--- src/hw/rtl/dpu_pkg.sv ---
// dpu_pkg: shared constants, register codes, sequencer states and control structs
// for the dual-PRF Doppler unfolding core; depends on nothing
`default_nettype none

package dpu_pkg;

  // default parameter values
  localparam int DEF_MAX_CPI_LOG2 = 10;
  localparam int DEF_PRF_WIDTH    = 20;
  localparam int DEF_ACC_WIDTH    = 44;

  // fixed field widths
  localparam int BIN_W      = 10;
  localparam int CPI_W      = 4;
  localparam int HW_W       = 24;
  localparam int VEL_W      = 40;
  localparam int LO_W       = 15;  // low slice of the magnitude in the velocity scaling
  localparam int CFG_IDX_W  = 3;
  localparam int CFG_DATA_W = 24;

  // register reset values
  localparam int RST_PRF_FIRST  = 10000;
  localparam int RST_PRF_SECOND = 12500;
  localparam int RST_CPI_LOG2   = 5;
  localparam int RST_HALF_WL    = 251658;

  typedef enum logic [CFG_IDX_W-1:0] {
    REG_PRF_FIRST  = 3'd0,
    REG_PRF_SECOND = 3'd1,
    REG_CPI_LOG2   = 3'd2,
    REG_HALF_WL    = 3'd3,
    REG_DIRECTION  = 3'd4
  } cfg_reg_t;

  typedef enum logic [3:0] {
    ST_IDLE,
    ST_MUL_FD1,
    ST_MUL_FD2,
    ST_LOAD_FD2,
    ST_UNFOLD,
    ST_SC_HI,
    ST_SC_LO,
    ST_SC_SUM,
    ST_SC_SHIFT,
    ST_DONE
  } state_t;

  typedef enum logic [1:0] {
    MUL_FD1,
    MUL_FD2,
    MUL_HI,
    MUL_LO
  } mul_src_t;

  typedef struct packed {
    logic     idle;
    logic     start;
    mul_src_t mul_src;
    logic     load_fd1;
    logic     load_fd2;
    logic     unfold;
    logic     step;
    logic     load_t;
    logic     add_lo;
    logic     round;
    logic     done;
  } ctrl_t;

  typedef struct packed {
    logic over;
    logic converged;
  } stat_t;

endpackage

`default_nettype wire

--- src/hw/rtl/dpu_ifs.sv ---
// dpu_ifs: valid/ready channel interfaces for input, result and register-write words
// depends on dpu_pkg
`default_nettype none

interface dpu_in_if;
  logic                        valid;
  logic                        ready;
  logic [dpu_pkg::BIN_W-1:0]   bin_first;
  logic [dpu_pkg::BIN_W-1:0]   bin_second;
  modport source (output valid, bin_first, bin_second, input ready);
  modport sink   (input valid, bin_first, bin_second, output ready);
endinterface

interface dpu_out_if;
  logic                               valid;
  logic                               ready;
  logic signed [dpu_pkg::VEL_W-1:0]   velocity;
  logic                               status;
  modport source (output valid, velocity, status, input ready);
  modport sink   (input valid, velocity, status, output ready);
endinterface

interface dpu_cfg_if;
  logic                             valid;
  logic                             ready;
  logic [dpu_pkg::CFG_IDX_W-1:0]    index;
  logic [dpu_pkg::CFG_DATA_W-1:0]   data;
  modport source (output valid, index, data, input ready);
  modport sink   (input valid, index, data, output ready);
endinterface

`default_nettype wire

--- src/hw/rtl/dpu_cfg_regs.sv ---
// dpu_cfg_regs: configuration register file written through the cfg channel
// depends on dpu_pkg and dpu_ifs
`default_nettype none

module dpu_cfg_regs #(
  parameter int PRF_WIDTH = dpu_pkg::DEF_PRF_WIDTH
) (
  input  logic                        clk,
  input  logic                        rst_n,
  dpu_cfg_if.sink                     cfg_ch,
  output logic [PRF_WIDTH-1:0]        prf_first,
  output logic [PRF_WIDTH-1:0]        prf_second,
  output logic [dpu_pkg::CPI_W-1:0]   cpi_log2,
  output logic [dpu_pkg::HW_W-1:0]    half_wl,
  output logic                        dir
);

  logic [PRF_WIDTH-1:0]      prf_first_r;
  logic [PRF_WIDTH-1:0]      prf_second_r;
  logic [dpu_pkg::CPI_W-1:0] cpi_log2_r;
  logic [dpu_pkg::HW_W-1:0]  half_wl_r;
  logic                      dir_r;

  // writes must only be issued while idle, which the block itself leaves to the user; always ready
  assign cfg_ch.ready = 1'b1;

  always_ff @(posedge clk) begin
    if (!rst_n) begin
      prf_first_r  <= PRF_WIDTH'(dpu_pkg::RST_PRF_FIRST);
      prf_second_r <= PRF_WIDTH'(dpu_pkg::RST_PRF_SECOND);
      cpi_log2_r   <= dpu_pkg::CPI_W'(dpu_pkg::RST_CPI_LOG2);
      half_wl_r    <= dpu_pkg::HW_W'(dpu_pkg::RST_HALF_WL);
      dir_r        <= 1'b0;
    end else if (cfg_ch.valid && cfg_ch.ready) begin
      case (dpu_pkg::cfg_reg_t'(cfg_ch.index))
        dpu_pkg::REG_PRF_FIRST:  prf_first_r  <= PRF_WIDTH'(cfg_ch.data);
        dpu_pkg::REG_PRF_SECOND: prf_second_r <= PRF_WIDTH'(cfg_ch.data);
        dpu_pkg::REG_CPI_LOG2:   cpi_log2_r   <= cfg_ch.data[dpu_pkg::CPI_W-1:0];
        dpu_pkg::REG_HALF_WL:    half_wl_r    <= cfg_ch.data[dpu_pkg::HW_W-1:0];
        dpu_pkg::REG_DIRECTION:  dir_r        <= cfg_ch.data[0];
        default: ;
      endcase
    end
  end

  assign prf_first  = prf_first_r;
  assign prf_second = prf_second_r;
  assign cpi_log2   = cpi_log2_r;
  assign half_wl    = half_wl_r;
  assign dir        = dir_r;

endmodule

`default_nettype wire

--- src/hw/rtl/dpu_mul.sv ---
// dpu_mul: shared unsigned multiplier with a registered product
// depends on nothing
`default_nettype none

module dpu_mul #(
  parameter int A_W = 29,
  parameter int B_W = 24
) (
  input  logic               clk,
  input  logic [A_W-1:0]     a,
  input  logic [B_W-1:0]     b,
  output logic [A_W+B_W-1:0] prod
);

  logic [A_W+B_W-1:0] prod_r;

  always_ff @(posedge clk) begin
    prod_r <= {{B_W{1'b0}}, a} * {{A_W{1'b0}}, b};
  end

  assign prod = prod_r;

endmodule

`default_nettype wire

--- src/hw/rtl/dpu_datapath.sv ---
// dpu_datapath: doppler accumulators, shared step adder, limit compares and
// velocity scaling around the shared multiplier; depends on dpu_pkg and dpu_mul
`default_nettype none

module dpu_datapath #(
  parameter int MAX_CPI_LOG2 = dpu_pkg::DEF_MAX_CPI_LOG2,
  parameter int PRF_WIDTH    = dpu_pkg::DEF_PRF_WIDTH,
  parameter int ACC_WIDTH    = dpu_pkg::DEF_ACC_WIDTH
) (
  input  logic                               clk,
  input  dpu_pkg::ctrl_t                     ctrl,
  input  logic [PRF_WIDTH-1:0]               prf_first,
  input  logic [PRF_WIDTH-1:0]               prf_second,
  input  logic [dpu_pkg::CPI_W-1:0]          cpi_log2,
  input  logic [dpu_pkg::HW_W-1:0]           half_wl,
  input  logic                               dir,
  input  logic [dpu_pkg::BIN_W-1:0]          bin_first,
  input  logic [dpu_pkg::BIN_W-1:0]          bin_second,
  output dpu_pkg::stat_t                     stat,
  output logic signed [dpu_pkg::VEL_W-1:0]   velocity,
  output logic                               status
);

  localparam int C_W    = $clog2(MAX_CPI_LOG2 + 1);
  localparam int STEP_W = PRF_WIDTH + MAX_CPI_LOG2;
  localparam int LIM_W  = PRF_WIDTH + 2 * MAX_CPI_LOG2;
  localparam int CMP_W  = (ACC_WIDTH + 2 > LIM_W + 1) ? ACC_WIDTH + 2 : LIM_W + 1;
  localparam int HI_W   = ACC_WIDTH - dpu_pkg::LO_W;
  localparam int MA_W   = (PRF_WIDTH > HI_W) ? PRF_WIDTH : HI_W;
  localparam int MB_W   = dpu_pkg::HW_W;
  localparam int P_W    = MA_W + MB_W;
  localparam int T_W    = P_W + 1;
  localparam int MX_W   = (T_W > dpu_pkg::VEL_W) ? T_W : dpu_pkg::VEL_W;
  localparam int VW     = dpu_pkg::VEL_W;

  logic [dpu_pkg::BIN_W-1:0] bin1_r, bin2_r;
  logic [C_W-1:0]            c_r;
  logic [STEP_W-1:0]         step1_r, step2_r;
  logic [LIM_W-1:0]          lim1_r, lim2_r;
  logic                      over_r;
  logic                      stepped_r;
  logic signed [ACC_WIDTH-1:0] fd1_r, fd2_r;
  logic [ACC_WIDTH-1:0]      mag_r;
  logic                      neg_r;
  logic [T_W-1:0]            t_r;
  logic [T_W-1:0]            m_r;

  logic [C_W-1:0]            c_sat;
  logic [MA_W-1:0]           mul_a;
  logic [MB_W-1:0]           mul_b;
  logic [P_W-1:0]            prod;

  logic [ACC_WIDTH:0]        diff;
  logic [ACC_WIDTH:0]        abs_d;
  logic                      converged;
  logic                      sel1;
  logic [ACC_WIDTH-1:0]      acc_in;
  logic [ACC_WIDTH-1:0]      addend;
  logic [ACC_WIDTH-1:0]      sum;
  logic signed [CMP_W-1:0]   q1, q2, l1, l2;
  logic                      over_now;

  logic [MX_W-1:0]           m_ext;
  logic [VW-1:0]             mag_sat;

  // pulse count exponent clamps at the maximum
  assign c_sat = (cpi_log2 > dpu_pkg::CPI_W'(MAX_CPI_LOG2)) ? C_W'(MAX_CPI_LOG2)
                                                           : C_W'(cpi_log2);

  // shared multiplier operand select
  always_comb begin
    mul_b = half_wl;
    case (ctrl.mul_src)
      dpu_pkg::MUL_FD1: begin
        mul_a = MA_W'(prf_first);
        mul_b = MB_W'(bin1_r);
      end
      dpu_pkg::MUL_FD2: begin
        mul_a = MA_W'(prf_second);
        mul_b = MB_W'(bin2_r);
      end
      dpu_pkg::MUL_HI: mul_a = MA_W'(mag_r >> dpu_pkg::LO_W);
      dpu_pkg::MUL_LO: mul_a = MA_W'(mag_r[dpu_pkg::LO_W-1:0]);
      default:         mul_a = '0;
    endcase
  end

  dpu_mul #(
    .A_W (MA_W),
    .B_W (MB_W)
  ) u_mul (
    .clk  (clk),
    .a    (mul_a),
    .b    (mul_b),
    .prod (prod)
  );

  // distance between the two values and the step choice
  always_comb begin
    diff      = {fd1_r[ACC_WIDTH-1], fd1_r} - {fd2_r[ACC_WIDTH-1], fd2_r};
    abs_d     = diff[ACC_WIDTH] ? (~diff + 1'b1) : diff;
    converged = abs_d <= (ACC_WIDTH + 1)'(prf_first);
    sel1      = dir ? (!diff[ACC_WIDTH] && (diff != '0)) : diff[ACC_WIDTH];
    acc_in    = sel1 ? fd1_r : fd2_r;
    addend    = sel1 ? ACC_WIDTH'(step1_r) : ACC_WIDTH'(step2_r);
    sum       = dir ? (acc_in - addend) : (acc_in + addend);
  end

  // limit test on the values left by the previous step
  always_comb begin
    q1 = CMP_W'(fd1_r) <<< 2;
    q2 = CMP_W'(fd2_r) <<< 2;
    l1 = $signed(CMP_W'(lim1_r));
    l2 = $signed(CMP_W'(lim2_r));
    if (dir) begin
      over_now = stepped_r && ((q1 < -l1) || (q2 < -l2));
    end else begin
      over_now = stepped_r && ((q1 > l1) || (q2 > l2));
    end
  end

  assign stat.over      = over_r | over_now;
  assign stat.converged = converged;

  always_ff @(posedge clk) begin
    if (ctrl.start) begin
      bin1_r  <= bin_first;
      bin2_r  <= bin_second;
      c_r     <= c_sat;
      step1_r <= STEP_W'(prf_first) << c_sat;
      step2_r <= STEP_W'(prf_second) << c_sat;
      lim1_r  <= LIM_W'(prf_first) << {c_sat, 1'b0};
      lim2_r  <= LIM_W'(prf_second) << {c_sat, 1'b0};
      over_r  <= (prf_first == '0) || (prf_second == '0);
    end
    if (ctrl.load_fd1) begin
      fd1_r     <= ACC_WIDTH'(prod);
      stepped_r <= 1'b0;
    end
    if (ctrl.load_fd2) begin
      fd2_r <= ACC_WIDTH'(prod);
    end
    if (ctrl.unfold) begin
      over_r <= stat.over;
      mag_r  <= fd1_r[ACC_WIDTH-1] ? ACC_WIDTH'(-fd1_r) : ACC_WIDTH'(fd1_r);
      neg_r  <= fd1_r[ACC_WIDTH-1];
      if (ctrl.step) begin
        stepped_r <= 1'b1;
        if (sel1) begin
          fd1_r <= sum;
        end else begin
          fd2_r <= sum;
        end
      end
    end
    if (ctrl.load_t) begin
      t_r <= T_W'(prod);
    end
    if (ctrl.add_lo) begin
      t_r <= t_r + T_W'(prod >> dpu_pkg::LO_W);
    end
    if (ctrl.round) begin
      m_r <= ((t_r >> c_r) + T_W'(1)) >> 1;
    end
  end

  // saturate and apply the sign; velocity is forced to zero when over the limit
  always_comb begin
    m_ext = MX_W'(m_r);
    if (m_ext > MX_W'({1'b0, {(VW-1){1'b1}}})) begin
      mag_sat = neg_r ? {1'b1, {(VW-1){1'b0}}} : {1'b0, {(VW-1){1'b1}}};
    end else begin
      mag_sat = VW'(m_ext);
    end
    if (over_r) begin
      velocity = '0;
    end else begin
      velocity = neg_r ? $signed(~mag_sat + 1'b1) : $signed(mag_sat);
    end
    status = over_r;
  end

endmodule

`default_nettype wire

--- src/hw/rtl/dpu_seq.sv ---
// dpu_seq: sequencer stepping one item through products, unfolding and, unless over the limit, scaling
// depends on dpu_pkg
`default_nettype none

module dpu_seq (
  input  logic            clk,
  input  logic            rst_n,
  input  logic            in_valid,
  input  logic            out_free,
  input  dpu_pkg::stat_t  stat,
  output dpu_pkg::ctrl_t  ctrl
);

  dpu_pkg::state_t state_r, state_nxt;

  always_ff @(posedge clk) begin
    if (!rst_n) begin
      state_r <= dpu_pkg::ST_IDLE;
    end else begin
      state_r <= state_nxt;
    end
  end

  always_comb begin
    state_nxt = state_r;
    case (state_r)
      dpu_pkg::ST_IDLE:     if (in_valid) state_nxt = dpu_pkg::ST_MUL_FD1;
      dpu_pkg::ST_MUL_FD1:  state_nxt = dpu_pkg::ST_MUL_FD2;
      dpu_pkg::ST_MUL_FD2:  state_nxt = dpu_pkg::ST_LOAD_FD2;
      dpu_pkg::ST_LOAD_FD2: state_nxt = dpu_pkg::ST_UNFOLD;
      dpu_pkg::ST_UNFOLD: begin
        if (stat.over) begin
          state_nxt = dpu_pkg::ST_DONE;
        end else if (stat.converged) begin
          state_nxt = dpu_pkg::ST_SC_HI;
        end
      end
      dpu_pkg::ST_SC_HI:    state_nxt = dpu_pkg::ST_SC_LO;
      dpu_pkg::ST_SC_LO:    state_nxt = dpu_pkg::ST_SC_SUM;
      dpu_pkg::ST_SC_SUM:   state_nxt = dpu_pkg::ST_SC_SHIFT;
      dpu_pkg::ST_SC_SHIFT: state_nxt = dpu_pkg::ST_DONE;
      dpu_pkg::ST_DONE:     if (out_free) state_nxt = dpu_pkg::ST_IDLE;
      default:              state_nxt = dpu_pkg::ST_IDLE;
    endcase
  end

  always_comb begin
    ctrl         = '0;
    ctrl.mul_src = dpu_pkg::MUL_FD1;
    case (state_r)
      dpu_pkg::ST_IDLE: begin
        ctrl.idle  = 1'b1;
        ctrl.start = in_valid;
      end
      dpu_pkg::ST_MUL_FD1: ctrl.mul_src = dpu_pkg::MUL_FD1;
      dpu_pkg::ST_MUL_FD2: begin
        ctrl.mul_src  = dpu_pkg::MUL_FD2;
        ctrl.load_fd1 = 1'b1;
      end
      dpu_pkg::ST_LOAD_FD2: ctrl.load_fd2 = 1'b1;
      dpu_pkg::ST_UNFOLD: begin
        ctrl.unfold = 1'b1;
        ctrl.step   = !stat.over && !stat.converged;
      end
      dpu_pkg::ST_SC_HI: ctrl.mul_src = dpu_pkg::MUL_HI;
      dpu_pkg::ST_SC_LO: begin
        ctrl.mul_src = dpu_pkg::MUL_LO;
        ctrl.load_t  = 1'b1;
      end
      dpu_pkg::ST_SC_SUM:   ctrl.add_lo = 1'b1;
      dpu_pkg::ST_SC_SHIFT: ctrl.round  = 1'b1;
      dpu_pkg::ST_DONE:     ctrl.done   = out_free;
      default: ;
    endcase
  end

endmodule

`default_nettype wire

--- src/hw/rtl/dual_prf_doppler_unfold_core.sv ---
// one item in flight: the next input word is taken only after the result word has been
// written to the output register, so later while an earlier result word waits at the output
// unfolding runs on the shared step adder, one step per cycle, until the two values
// converge or pass the limit; over the limit the scaling steps are skipped
// reset: synchronous, active low; registers go to defaults, sequencer and output idle
`default_nettype none

module dual_prf_doppler_unfold_core #(
  parameter int MAX_CPI_LOG2 = dpu_pkg::DEF_MAX_CPI_LOG2,
  parameter int PRF_WIDTH    = dpu_pkg::DEF_PRF_WIDTH,
  parameter int ACC_WIDTH    = dpu_pkg::DEF_ACC_WIDTH
) (
  input  logic        clk,
  input  logic        rst_n,
  dpu_in_if.sink      in_ch,
  dpu_out_if.source   out_ch,
  dpu_cfg_if.sink     cfg_ch
);

  // configuration register outputs
  logic [PRF_WIDTH-1:0]        prf_first;
  logic [PRF_WIDTH-1:0]        prf_second;
  logic [dpu_pkg::CPI_W-1:0]   cpi_log2;
  logic [dpu_pkg::HW_W-1:0]    half_wl;
  logic                        dir;

  // sequencer <-> datapath
  dpu_pkg::ctrl_t              ctrl;
  dpu_pkg::stat_t              stat;
  logic                        out_free;

  // result from the datapath, valid when ctrl.done
  logic signed [dpu_pkg::VEL_W-1:0] dp_velocity;
  logic                             dp_status;

  // output word register, parts the result side from the engine
  logic                             out_valid_r;
  logic signed [dpu_pkg::VEL_W-1:0] velocity_r;
  logic                             status_r;

  dpu_cfg_regs #(
    .PRF_WIDTH (PRF_WIDTH)
  ) u_cfg (
    .clk        (clk),
    .rst_n      (rst_n),
    .cfg_ch     (cfg_ch),
    .prf_first  (prf_first),
    .prf_second (prf_second),
    .cpi_log2   (cpi_log2),
    .half_wl    (half_wl),
    .dir        (dir)
  );

  // output slot can take a word when empty or being drained this cycle
  assign out_free = !out_valid_r || out_ch.ready;

  dpu_seq u_seq (
    .clk      (clk),
    .rst_n    (rst_n),
    .in_valid (in_ch.valid),
    .out_free (out_free),
    .stat     (stat),
    .ctrl     (ctrl)
  );

  dpu_datapath #(
    .MAX_CPI_LOG2 (MAX_CPI_LOG2),
    .PRF_WIDTH    (PRF_WIDTH),
    .ACC_WIDTH    (ACC_WIDTH)
  ) u_dp (
    .clk        (clk),
    .ctrl       (ctrl),
    .prf_first  (prf_first),
    .prf_second (prf_second),
    .cpi_log2   (cpi_log2),
    .half_wl    (half_wl),
    .dir        (dir),
    .bin_first  (in_ch.bin_first),
    .bin_second (in_ch.bin_second),
    .stat       (stat),
    .velocity   (dp_velocity),
    .status     (dp_status)
  );

  // input word taken only while the sequencer sits idle
  assign in_ch.ready = ctrl.idle;

  always_ff @(posedge clk) begin
    if (!rst_n) begin
      out_valid_r <= 1'b0;
    end else if (ctrl.done) begin
      out_valid_r <= 1'b1;
    end else if (out_ch.ready) begin
      out_valid_r <= 1'b0;
    end
  end

  // payload loads with the result, no reset needed
  always_ff @(posedge clk) begin
    if (ctrl.done) begin
      velocity_r <= dp_velocity;
      status_r   <= dp_status;
    end
  end

  assign out_ch.valid    = out_valid_r;
  assign out_ch.velocity = velocity_r;
  assign out_ch.status   = status_r;

`ifndef SYNTHESIS
  // over-limit words always carry zero velocity
  a_over_zero: assert property (@(posedge clk) disable iff (!rst_n)
    (out_ch.valid && out_ch.status) |-> (out_ch.velocity == '0))
    else $error("over-limit word with nonzero velocity");

  // an accepted word keeps the engine busy on the next cycle
  a_busy_after_accept: assert property (@(posedge clk) disable iff (!rst_n)
    (in_ch.valid && in_ch.ready) |=> !in_ch.ready)
    else $error("input ready right after accepting a word");

  // a result never overwrites a word still waiting at the output
  a_no_overwrite: assert property (@(posedge clk) disable iff (!rst_n)
    ctrl.done |-> (!out_valid_r || out_ch.ready))
    else $error("result written over a pending output word");
`endif

endmodule

`default_nettype wire
--- src/flat_wrapper.sv ---
// flat-port wrapper written by rule: the top's interface ports become plain ports
module dual_prf_doppler_unfold_core_flat 
#(
  parameter int MAX_CPI_LOG2 = dpu_pkg::DEF_MAX_CPI_LOG2,
  parameter int PRF_WIDTH    = dpu_pkg::DEF_PRF_WIDTH,
  parameter int ACC_WIDTH    = dpu_pkg::DEF_ACC_WIDTH
)
  (clk, rst_n, in_ch_valid, in_ch_bin_first, in_ch_bin_second, in_ch_ready, out_ch_valid, out_ch_velocity, out_ch_status, out_ch_ready, cfg_ch_valid, cfg_ch_index, cfg_ch_data, cfg_ch_ready);
  dpu_in_if in_ch_i ();
  dpu_out_if out_ch_i ();
  dpu_cfg_if cfg_ch_i ();
  input  logic clk;
  input  logic rst_n;
  input wire logic [$bits(in_ch_i.valid)-1:0] in_ch_valid;
  input wire logic [$bits(in_ch_i.bin_first)-1:0] in_ch_bin_first;
  input wire logic [$bits(in_ch_i.bin_second)-1:0] in_ch_bin_second;
  output wire logic [$bits(in_ch_i.ready)-1:0] in_ch_ready;
  output wire logic [$bits(out_ch_i.valid)-1:0] out_ch_valid;
  output wire logic [$bits(out_ch_i.velocity)-1:0] out_ch_velocity;
  output wire logic [$bits(out_ch_i.status)-1:0] out_ch_status;
  input wire logic [$bits(out_ch_i.ready)-1:0] out_ch_ready;
  input wire logic [$bits(cfg_ch_i.valid)-1:0] cfg_ch_valid;
  input wire logic [$bits(cfg_ch_i.index)-1:0] cfg_ch_index;
  input wire logic [$bits(cfg_ch_i.data)-1:0] cfg_ch_data;
  output wire logic [$bits(cfg_ch_i.ready)-1:0] cfg_ch_ready;
  assign in_ch_i.valid = in_ch_valid;
  assign in_ch_i.bin_first = in_ch_bin_first;
  assign in_ch_i.bin_second = in_ch_bin_second;
  assign in_ch_ready = in_ch_i.ready;
  assign out_ch_valid = out_ch_i.valid;
  assign out_ch_velocity = out_ch_i.velocity;
  assign out_ch_status = out_ch_i.status;
  assign out_ch_i.ready = out_ch_ready;
  assign cfg_ch_i.valid = cfg_ch_valid;
  assign cfg_ch_i.index = cfg_ch_index;
  assign cfg_ch_i.data = cfg_ch_data;
  assign cfg_ch_ready = cfg_ch_i.ready;
  dual_prf_doppler_unfold_core #(.MAX_CPI_LOG2(MAX_CPI_LOG2), .PRF_WIDTH(PRF_WIDTH), .ACC_WIDTH(ACC_WIDTH)) u_core (.clk(clk), .rst_n(rst_n), .in_ch(in_ch_i), .out_ch(out_ch_i), .cfg_ch(cfg_ch_i));
endmodule
--- config.mk ---
export PLATFORM = sky130hd
export DESIGN_NAME = dual_prf_doppler_unfold_core_flat
export DESIGN_NICKNAME = d
export VERILOG_FILES = /design/src/hw/rtl/dpu_pkg.sv /design/src/hw/rtl/dpu_ifs.sv /design/src/hw/rtl/dpu_cfg_regs.sv /design/src/hw/rtl/dpu_mul.sv /design/src/hw/rtl/dpu_datapath.sv /design/src/hw/rtl/dpu_seq.sv /design/src/hw/rtl/dual_prf_doppler_unfold_core.sv /design/src/flat_wrapper.sv
export SDC_FILE = /design/constraint.sdc
export NUM_CORES = 2
export LEC_CHECK = 0
export ABC_AREA = 0
export BUFFER_PORTS_ARGS = -buffer_cell sky130_fd_sc_hd__clkbuf_2
export CORE_UTILIZATION = 36
export DETAILED_ROUTE_END_ITERATION = 10
export PLACE_DENSITY_LB_ADDON = 0.1
export SYNTH_ARGS = -nofsm -noshare
export SYNTH_HDL_FRONTEND = slang
export SYNTH_SLANG_ARGS = --single-unit
--- constraint.sdc ---
create_clock -name clk -period 8.9 [get_ports clk]
set_input_delay 1.335 -clock clk [delete_from_list [all_inputs] [get_ports clk]]
set_output_delay 1.335 -clock clk [all_outputs]
set_load 0.01 [all_outputs]
==> summary.txt <==
Logic synthesis
  • Post-synthesis async set-or-reset flop share: 0
  • Sequential cell area fraction in the yosys report: 0.226
  • Synth Area in Compound Gates: 0.129
  • Synthesized area per cell: 8.68 um2
  • Synth Area in Adders: 0.272
  • Mapped Cells: 7663
  • Ys Warns: 0
  • Distinct cells, synth: 109
  • Seq cells post-synth: 572
  • Post-synthesis simple-gate area fraction: 0.181
  • Syn_nets: 8803
  • Mux share of post-synthesis cell area: 0.0745
  • Mapped cell area: 66500 um2
  • Number of synthesized flops with an enable pin: 356
  • Main combinational cell family by area after synthesis: adder cells
  • Synth Flop Type: edfxtp_1
  • Synthesized-area fraction occupied by xor and xnor cells: 0.0467

Clock network
  • Bufs on Longest Clock Path: 3
  • Reg clk slew, reported paths: 0.06 ns
  • Clock Sinks: 572
  • CTS tree: yes
  • Latest clock arrival within the worst-skew pair: 0.70 ns
  • Clk root buf: clkbuf_16
  • Htree depth: 3
  • CTS Buf Count: 76

Routing
  • DRC viols: 0
  • Post-Route WL: 267000 um
  • Drt pass-1 iters: 6
  • Via count: 58629
  • Avg WL per Cell: 24.8 um
  • Via-per-instance ratio: 5.44
  • Number of antenna-violating nets in the routed design: 0
  • Initial DRC count: 4874

Floorplan
  • Core Box Area: 183000 um2
  • Die ar.: 187000 um2
  • Top Ports: 96
  • Initial core utilization: 0.363
  • Die height: 432 um
  • # rows: 157
  • Die width: 432 um

Critical path
  • Critical path startpoint category: flop
  • Crit path max fanout: 6
  • Most common cell on crit path: buf_4
  • Crit path DAT: 9.24 ns
  • Crit. End Element: flop
  • Largest stage delay on the critical path: 0.52 ns
  • WP data required: 9.44 ns
  • WS Path Type: flop to flop
  • Slowest cell on crit path: or4b_4

Hold path
  • Hold Crit Class: flop to flop

Timing
  • Worst slew pin tran: 1.25 ns
  • Post-route minimum period: 8.71 ns
  • Worst slew margin: 0.162
  • Final period util: 0.978
  • Pins Over Slew Limit: 0
  • Final Hold Viols: 0
  • RSZ-0062 raised after global routing: yes
  • Clock skew: 0.0473 ns
  • Setup violators final: 0
  • Fmax: 0.115 GHz

Placed design
  • Placed cell count: 10589
  • Hpwl dp: 220000 um
  • RePlAce Congestion: 0.978
  • Number of port buffers: 94

Final layout
  • Nets: 9383
  • Share of cells above drive strength 1: 0.154
  • Fin cells: 10768
  • Area Overhead vs Synth: 17.7%

Global routing
  • Grt ovf: 0
  • Initial antenna violation count: 17
  • Vias in the first global route: 57492
  • Largest net degree at the start of global routing: 103
  • First-pass GRT wire length: 389000 um
  • GRT Resource Usage Total: 0.283

Flow run
  • Max_cap viols: 0

Status
  • Outcome: complete, no violations
-- final timing paths --
check / startpoint / to / slack, ns / cells after the start
max reg2reg: u_core.u_dp.fd1_r[0] / u_core.u_dp.fd1_r[42] / 0.19 / 41
min reg2reg: u_core.u_cfg.half_wl[5] / u_core.u_cfg.half_wl[5] / 0.46 / 2
min: u_core.u_cfg.half_wl[5] / u_core.u_cfg.half_wl[5] / 0.46 / 2
max: u_core.u_dp.fd1_r[0] / u_core.u_dp.fd1_r[42] / 0.19 / 41
-- per-layer routing --
metal | track usage | up-vias | wire length, um
li1 | - | 27268 | -
met1 | 0.415 | 29026 | 126000
met2 | 0.418 | 1987 | 112000
met3 | 0.0544 | 348 | 21100
met4 | 0.0794 | 0 | 8530
met5 | 0 | - | 0
-- cells in the mapped netlist, drive strengths merged (64+ instances only) --
| master | instances | area (um2) |
|---|---|---|
| nand2 | 1097 | 4120 |
| inv | 844 | 3170 |
| nor2 | 652 | 2450 |
| fa | 595 | 11900 |
| ha | 493 | 6170 |
| o21ai | 406 | 2040 |
| a21oi | 370 | 1860 |
| edfxtp | 356 | 10700 |
| mux2i | 322 | 3220 |
| clkbuf | 314 | 1180 |
| xnor2 | 248 | 2170 |
| dfxtp | 216 | 4320 |
| a21o | 135 | 1010 |
| nor3 | 118 | 612 |
| nand3 | 117 | 586 |
| xor2 | 107 | 937 |
| nand2b | 88 | 551 |
| a211oi | 86 | 651 |
| and2 | 86 | 539 |
| nand4 | 84 | 532 |
| and3 | 83 | 524 |
| buf | 72 | 377 |
| nor2b | 69 | 432 |
| nor4 | 64 | 449 |
-- repair_timing --
item	in CTS	in global routing
cloned	0	3
pin swaps	8	62
resized for setup	33	126
setup endpoints to repair	23	103
hold buffers	0	0
buffers inserted	3	37
-- area by class of cell --
class                           count  area, um2
Multi-Input combinational cell   5860      47600
Timing Repair Buffer              887       6920
Clock buffer                      103       2120
Sequential cell                   572      15000
Inverter                          846       3180
Clock inverter                     34        463
Fill cell                       18320     105000
Antenna cell                        2       5.00
Tap cell                         2464       3080
-- layout by cell type (no fill, tap or decap), types with 19 or more instances in the layout --
cell | netlist | final
clkbuf_2 | 1 | 94
or4_1 | 28 | 28
xor2_1 | 107 | 101
dfxtp_1 | 216 | 208
edfxtp_1 | 356 | 356
and3_1 | 82 | 81
a21o_1 | 135 | 135
nor3_1 | 115 | 111
nand4_1 | 83 | 83
mux4_2 | 60 | 60
buf_4 | 5 | 745
clkbuf_16 | 0 | 81
fa_1 | 595 | 592
o21ai_0 | 402 | 387
or2_2 | 21 | 19
clkbuf_1 | 313 | 19
o21a_1 | 55 | 55
mux2i_1 | 322 | 318
nand2b_1 | 88 | 86
nand3_1 | 117 | 113
nor2b_1 | 69 | 69
o21bai_1 | 20 | 20
o211ai_1 | 23 | 23
buf_12 | 0 | 32
nor2_1 | 651 | 642
o31ai_1 | 40 | 39
mux2_2 | 34 | 34
nor4_1 | 59 | 57
and2_1 | 82 | 78
or3_1 | 47 | 45
a31oi_1 | 42 | 34
inv_1 | 844 | 837
a21oi_1 | 367 | 356
ha_1 | 493 | 486
a211oi_1 | 85 | 82
xnor2_1 | 248 | 246
nand2_1 | 1097 | 1091
-- worst max-delay path, delay by kind of cell (launching register included) --
family	cells	cell delay (ns)
fa+ha+maj	3	0.73
xor+xnor	2	0.51
simple gates	5	1.29
buf+inv	11	1.51
flops	1	0.32
mux	1	0.08
compound gates	19	4.11
-- logic make-up after synthesis --
family	Yosys count
AO/OA/AOI/OAI	1371
XOR/XNOR	355
adder cells (fa/ha/maj)	1088
buffers and inverters	1232
flip-flops	572
multiplexers	416
other	1
AND/OR/NAND/NOR	2628
-- flip-flops by register name, indices dropped and copies added (netlist names), 39 cells and up --
register / count
u_core.u_dp.t_r: 54
u_core.u_dp.m_ext: 53
u_core.u_dp.u_mul.prod: 53
u_core.u_dp.fd1_r: 44
u_core.u_dp.fd2_r: 44
u_core.u_dp.mag_r: 44
u_core.out_ch.velocity: 40
u_core.u_dp.lim1_r: 39
u_core.u_dp.lim2_r: 39
-- per-stage QoR --
step / util / setup WS, ns / area [um2] / TNS (ns) / hold WS [ns]
after CTS: 0.423 / -0.00590 / 77500 / -0.00590 / 0.456
after floorplan: - / 0.157 / 66500 / 0 / 0.436
after global routing: 0.427 / -0.0948 / 78300 / -0.250 / 0.475
after global placement: 0.408 / -0.306 / 74700 / -2.69 / 0.445
after detailed placement: 0.408 / -0.371 / 74700 / -4.68 / 0.449
final: 0.427 / 0.193 / 78400 / 0 / 0.456
Power is left out: the tool's default activity adds up to more than one toggle a clock period on the data nets, which glitch-free logic cannot reach.
